## config.mk

```make
export PLATFORM = sky130hd
export DESIGN_NAME = awb_map
export DESIGN_NICKNAME = d
export VERILOG_FILES = /design/src/hdl/awb_pkg.sv /design/src/hdl/awb_map.sv
export SDC_FILE = /design/constraint.sdc
export NUM_CORES = 2
export LEC_CHECK = 0
export ABC_AREA = 1
export BUFFER_PORTS_ARGS = -buffer_cell sky130_fd_sc_hd__buf_2
export CAP_MARGIN = 15
export CORE_MARGIN = 4
export CORE_UTILIZATION = 40
export DETAILED_ROUTE_END_ITERATION = 6
export REMOVE_ABC_BUFFERS = 1
export SLEW_MARGIN = 20
export SYNTH_ARGS = -nofsm -noshare
export SYNTH_HDL_FRONTEND = slang
export SYNTH_SLANG_ARGS = --single-unit
```

## constraint.sdc

```tcl
create_clock -name clk -period 2.85 [get_ports clk]
set_input_delay 0.57 -clock clk [delete_from_list [all_inputs] [get_ports clk]]
set_output_delay 0.57 -clock clk [all_outputs]
set_load 0.02 [all_outputs]
```

## src/hdl/awb_pkg.sv

```systemverilog
// ----------------------------------------------------------------------------
// awb_pkg
// Shared types, constants and helpers of the affine warp bilinear unit.
// ----------------------------------------------------------------------------
package awb_pkg;

    localparam int DEF_MAX_WIDTH  = 256;
    localparam int DEF_MAX_HEIGHT = 256;

    // Coordinates and limits are carried in 13 bits, enough for 4096.
    localparam int LIM_W    = 13;
    localparam int COEF_W   = 32;
    localparam int PROD_W   = 41;
    localparam int FIX_W    = 42;
    localparam int IPART_W  = FIX_W - 16;
    localparam int WEIGHT_W = 12;
    localparam int PIX_W    = 24;
    localparam int NBANKS   = 4;

    localparam logic [16:0] ONE_Q16    = 17'h10000;
    localparam logic [11:0] WEIGHT_ONE = 12'd2048;

    typedef enum logic [2:0] {
        REG_COEF_XX  = 3'd0,
        REG_COEF_XY  = 3'd1,
        REG_OFFSET_X = 3'd2,
        REG_COEF_YX  = 3'd3,
        REG_COEF_YY  = 3'd4,
        REG_OFFSET_Y = 3'd5,
        REG_SRC_W    = 3'd6,
        REG_SRC_H    = 3'd7
    } reg_idx_t;

    localparam logic CMD_LOAD   = 1'b0;
    localparam logic CMD_SAMPLE = 1'b1;

    // Transaction after the coordinate mapping.
    typedef struct packed {
        logic                     cmd;
        logic [7:0]               x;
        logic [7:0]               y;
        logic [PIX_W-1:0]         rgb;
        logic signed [FIX_W-1:0]  fx;
        logic signed [FIX_W-1:0]  fy;
    } map_item_t;

    // Control that travels alongside the store read.
    typedef struct packed {
        logic                ok;
        logic                sx0;
        logic                sy0;
        logic [WEIGHT_W-1:0] wx0;
        logic [WEIGHT_W-1:0] wx1;
        logic [WEIGHT_W-1:0] wy0;
        logic [WEIGHT_W-1:0] wy1;
    } blend_ctl_t;

    // Address inside a parity bank: half row times half width plus half column.
    function automatic logic [2*LIM_W-1:0] bank_addr(input logic [LIM_W-1:0] row,
                                                     input logic [LIM_W-1:0] col,
                                                     input logic [LIM_W-1:0] half_w);
        logic [2*LIM_W-1:0] prod;
        prod = {{(LIM_W+1){1'b0}}, row[LIM_W-1:1]} * {{LIM_W{1'b0}}, half_w};
        return prod + {{(LIM_W+1){1'b0}}, col[LIM_W-1:1]};
    endfunction

endpackage

```

## src/hdl/awb_map.sv

```systemverilog
// ----------------------------------------------------------------------------
// awb_map
// Two stage destination-to-source mapping: products, then sums.
// ----------------------------------------------------------------------------
module awb_map
    import awb_pkg::*;
(
    input  logic                     clk,
    input  logic                     rst_n,
    input  logic                     en,
    input  logic                     in_valid,
    input  logic                     cmd,
    input  logic [7:0]               x_coord,
    input  logic [7:0]               y_coord,
    input  logic [PIX_W-1:0]         rgb,
    input  logic signed [COEF_W-1:0] coef_xx,
    input  logic signed [COEF_W-1:0] coef_xy,
    input  logic signed [COEF_W-1:0] offset_x,
    input  logic signed [COEF_W-1:0] coef_yx,
    input  logic signed [COEF_W-1:0] coef_yy,
    input  logic signed [COEF_W-1:0] offset_y,
    output logic                     map_valid,
    output map_item_t                map_item
);

    logic                     v1_reg;
    logic                     cmd1_reg;
    logic [7:0]               x1_reg;
    logic [7:0]               y1_reg;
    logic [PIX_W-1:0]         rgb1_reg;
    logic signed [PROD_W-1:0] pxx_reg, pxy_reg, pyx_reg, pyy_reg;
    logic signed [PROD_W-1:0] pxx_next, pxy_next, pyx_next, pyy_next;
    logic signed [COEF_W-1:0] offx1_reg, offy1_reg;
    logic                     v2_reg;
    map_item_t                item2_reg;
    map_item_t                item2_next;

    assign pxx_next = coef_xx * $signed({1'b0, x_coord});
    assign pxy_next = coef_xy * $signed({1'b0, y_coord});
    assign pyx_next = coef_yx * $signed({1'b0, x_coord});
    assign pyy_next = coef_yy * $signed({1'b0, y_coord});

    always_comb
    begin
        item2_next.cmd = cmd1_reg;
        item2_next.x   = x1_reg;
        item2_next.y   = y1_reg;
        item2_next.rgb = rgb1_reg;
        item2_next.fx  = FIX_W'(pxx_reg) + FIX_W'(pxy_reg) + FIX_W'(offx1_reg);
        item2_next.fy  = FIX_W'(pyx_reg) + FIX_W'(pyy_reg) + FIX_W'(offy1_reg);
    end

    always_ff @(posedge clk or negedge rst_n)
    begin
        if (!rst_n)
        begin
            v1_reg <= 1'b0;
            v2_reg <= 1'b0;
        end
        else if (en)
        begin
            v1_reg <= in_valid;
            v2_reg <= v1_reg;
        end
    end

    always_ff @(posedge clk)
    begin
        if (en)
        begin
            cmd1_reg  <= cmd;
            x1_reg    <= x_coord;
            y1_reg    <= y_coord;
            rgb1_reg  <= rgb;
            pxx_reg   <= pxx_next;
            pxy_reg   <= pxy_next;
            pyx_reg   <= pyx_next;
            pyy_reg   <= pyy_next;
            offx1_reg <= offset_x;
            offy1_reg <= offset_y;
            item2_reg <= item2_next;
        end
    end

    assign map_valid = v2_reg;
    assign map_item  = item2_reg;

endmodule

```

==> impl_summary.md <==
Synth
The synthesized design spends more area on one cell type than any other, namely sky130_fd_sc_hd__fa_1. In the post-synthesis netlist, the biggest area contributors are sky130_fd_sc_hd__fa_1 29%, sky130_fd_sc_hd__edfxtp_1 20%, sky130_fd_sc_hd__nand2_1 16%, sky130_fd_sc_hd__inv_1 15%, sky130_fd_sc_hd__ha_1 8.6%. The sequential area share after synthesis is 0.199.

A synthesized cell averages 7.54 um^2. Summing every instance area after synthesis gives 59600 um^2. The share of synthesized area in the top cell type comes to 0.294. The count of warnings emitted by yosys is 0. The number of instances in the synthesized netlist is 7900. The flip-flop and latch count after synthesis is 396. After synthesis, the netlist uses 32 different library cells.

Clocking
CTS saw 396 sinks. TritonCTS built the clock tree. Counting the buffers created by CTS gives 48. The clock transition at the register clock pins on the worst setup and hold paths after CTS is 60 ps.

The clock insertion delay at the later pin of the skew report is 630 ps. The library cell used as clock root buffer is sky130_fd_sc_hd__clkbuf_16. The largest buffer count on any clock path is 3. The number of H-tree levels is 2.

Placement
The estimated wirelength of the detail-placed design is 144000 um. The count of port buffers added during placement is 362. At the end of routability-driven placement, the weighted congestion stood at 0.968.

Detailed routing
The average detailed-routed wire length per instance is 17.7 um. Summing over every cut layer, the via total after detailed routing is 51700. The aggregate routed wire length is 194000 um. The routed metal-1 wirelength is 84500 um. In the detailed route, the total length drawn on met3 is 11600 um.

In the routed design, unresolved DRC markers number 0. The iteration-0 DRC count of the detailed router is 3213. The detailed-router iteration count before antenna repair is 6. The routed design uses 93300 um of met2 wire. The uppermost metal layer occupied by signal nets is met4. The count of nets left with antenna violations once routing finished came out at 0. The via-per-instance ratio is 4.71.

Final layout
Compared with the post-synthesis result, the final layout area differs by 35.7%. The final design utilization is 0.547. The number of flip-flops in the largest register is 125. Of the cells placed in the final design, the portion with a size suffix greater than 1 is 0.308. Fill cells in the final layout number 13500. The net count of the finished layout is 10500.

Global routing
The maximum number of pins on one net before global-route repair is 65. For this run, the total global-route usage over all layers was measured as 0.241. The number of global-route vias before repair is 52400.

The number of antenna violations at the first check in global routing was 17. The remaining global-route overflow is 0. The first global-routing pass estimated 292000 um of wire.

Floorplan
The core footprint is 148000 um^2. For this configuration, the core starts out at a cell density of 0.403. Measured along the x axis, the die boundary spans 394 um. From bottom edge to top edge, the die measures 394 um. The initialized floorplan defines 141 standard-cell rows.

The die covers 155000 um^2. The I/O pin total is 363.

STA
Setup violations remaining at the end of the flow were counted as 144. In this run the tightest slew margin relative to its limit is 0.690. Based on the critical path, the design can be clocked at up to 242 MHz. The slew of the pin with the lowest slew margin is 462 ps.

The number of failing hold endpoints at the final stage is 0. Of the available clock period, the critical path in the final layout requires 1.45. The clock skew is 28.3 ps. Setup repair after global routing could not meet its margin everywhere.

Subtracting the final worst setup slack from the clock period gives 4130 ps. The count of pins over their slew limit came to 0. Setup slack on the critical path of the routed design comes to -1280 ps.

Worst hold path
The worst hold-check path type is in -> reg.

Setup path
STA puts the critical path data arrival time at 4510 ps. The category of the worst setup path launch point is a primary input. The largest single stage delay on the critical path is 560 ps. On the critical path, the stage with the largest delay is an instance of sky130_fd_sc_hd__fa_1. The worst setup path is captured at a flop. The setup slack of the most critical reg-to-reg path is 50 ps. Along the worst path, the maximum fanout reaches 10. The critical path class is in -> reg. The cell repeated most along the worst path is sky130_fd_sc_hd__nand2_1. Among cell families on the critical path, the largest total delay comes from adder cells. The required time reported for the critical path endpoint is 3240 ps. The signal on the critical path passes through buf_16, buf_12, buf_16, nand2_1, inv_1, fa_1, fa_1, fa_1, inv_1, fa_1, inv_1, ha_4, nand2_1, inv_2, nand2_2, buf_4, nor3_2, nand2_1, nand2_2, nand2_1, nand3_1, nand2_1. The number of buffer and inverter stages on the critical path is 8.

Job
The number of maximum-capacitance constraint violations is 0.

Run status
The run finished, with violations left. The final reports fail on setup timing.
==> synthesized netlist by cell type, drive strengths merged <==
| library cell | count |
|---|---|
| nor3 | 39 |
| and2 | 3 |
| dfrtp | 2 |
| xnor2 | 42 |
| edfxtp | 394 |
| nand2b | 8 |
| o21ai | 68 |
| nand2 | 2579 |
| ha | 408 |
| o21bai | 19 |
| nand3 | 173 |
| xor2 | 95 |
| clkbuf | 219 |
| o21a | 8 |
| fa | 876 |
| o211ai | 1 |
| inv | 2358 |
| a31oi | 21 |
| a21oi | 184 |
| buf | 21 |
| a21o | 1 |
| nor2 | 345 |
| or2 | 4 |
| nand4 | 32 |
==> path summary, 6_finish.rpt <==
path | end | start | cells past startpoint
max | pxx_reg[34] | x_coord[5] | 22
min | rgb1_reg[13] | rgb[13] | 1
max reg2reg | map_item[17] | offy1_reg[7] | 10
min reg2reg | map_item[112] | y1_reg[4] | 0
max in group asynchronous | v1_reg | rst_n | 2
min in group asynchronous | map_valid | rst_n | 2
==> per-stage QoR <==
step / std cells / worst slack [ps] / TNS [ps] / area [um^2] / hold slack (ps)
floorplan: 7660 / -1310 / -161650 / 58700 / 274
global placement: 10700 / -2210 / -280930 / 69000 / 354
detailed placement: 10700 / -2250 / -285380 / 69000 / 358
CTS: 10900 / -1150 / -148300 / 75900 / 57.3
global route: 11000 / -1410 / -168660 / 80800 / 77.9
finish: 11000 / -1280 / -154690 / 80800 / 111
==> per-layer routing <==
| layer | vias to the layer above | track usage |
|---|---|---|
| li1 | 24900 | - |
| met5 | - | 0 |
| met4 | 0 | 0.0515 |
| met3 | 208 | 0.0342 |
| met2 | 1354 | 0.412 |
| met1 | 25200 | 0.326 |
==> final cells by class <==
| class | count | area [um^2] | share of cell area |
|---|---|---|---|
| antenna | 6 | 15.0 | 0.000186 |
| clock buffer | 55 | 1250 | 0.0154 |
| clock inverter | 31 | 354 | 0.00438 |
| inverter | 2358 | 8890 | 0.110 |
| multi-input combinational | 4906 | 44800 | 0.554 |
| sequential | 396 | 11900 | 0.147 |
| tap | 1930 | 2410 | 0.0299 |
| timing repair buffer | 1293 | 11300 | 0.140 |
==> cells by family after synthesis <==
| group | Yosys count | share of synthesized area |
|---|---|---|
| AND/OR/NAND/NOR | 3183 | 0.209 |
| buffers and inverters | 2598 | 0.164 |
| adder cells (fa/ha/maj) | 1284 | 0.380 |
| flip-flops | 396 | 0.199 |
| AO/OA/AOI/OAI | 302 | 0.0272 |
| XOR/XNOR | 137 | 0.0201 |
==> repair_timing <==
item                                    4_1_cts  5_1_grt
setup buffers                                36       77
endpoints found under the hold margin         2        0
hold buffers                                  1        0
gates resized for setup                     800     1182
pin swaps                                   245      403
endpoints found under the setup margin      171      198
cloned                                       48       12
==> cell usage in the layout (no fill, tap or decap), types with 64 or more instances in the layout <==
cell type | netlist | layout
sky130_fd_sc_hd__xor2_1 | 95 | 64
sky130_fd_sc_hd__nor2_2 | 7 | 96
sky130_fd_sc_hd__buf_2 | 0 | 349
sky130_fd_sc_hd__buf_4 | 0 | 723
sky130_fd_sc_hd__ha_4 | 0 | 142
sky130_fd_sc_hd__nor2_1 | 336 | 178
sky130_fd_sc_hd__nand3_1 | 166 | 106
sky130_fd_sc_hd__inv_2 | 0 | 185
sky130_fd_sc_hd__fa_1 | 876 | 839
sky130_fd_sc_hd__nand2_2 | 23 | 420
sky130_fd_sc_hd__a21oi_2 | 1 | 85
sky130_fd_sc_hd__edfxtp_1 | 394 | 394
sky130_fd_sc_hd__nand2_4 | 0 | 134
sky130_fd_sc_hd__nand2_1 | 2556 | 2024
sky130_fd_sc_hd__buf_6 | 0 | 85
sky130_fd_sc_hd__ha_1 | 408 | 250
sky130_fd_sc_hd__nor2_4 | 2 | 71
sky130_fd_sc_hd__inv_1 | 2358 | 2160
==> worst register-to-register path, stage by stage (launching register included) <==
cell and delay [ps]:
sky130_fd_sc_hd__edfxtp_1 520, sky130_fd_sc_hd__fa_1 490, sky130_fd_sc_hd__ha_1 440, sky130_fd_sc_hd__nand2_1 180, sky130_fd_sc_hd__nor2_1 200, sky130_fd_sc_hd__nand2_1 90
sky130_fd_sc_hd__nand3_2 100, sky130_fd_sc_hd__nand2_1 80, sky130_fd_sc_hd__nand2_2 180, sky130_fd_sc_hd__xor2_2 110, sky130_fd_sc_hd__buf_4 170
Power is left out: the tool's default activity adds up to more than one toggle a clock period on the data nets, which glitch-free logic cannot reach.
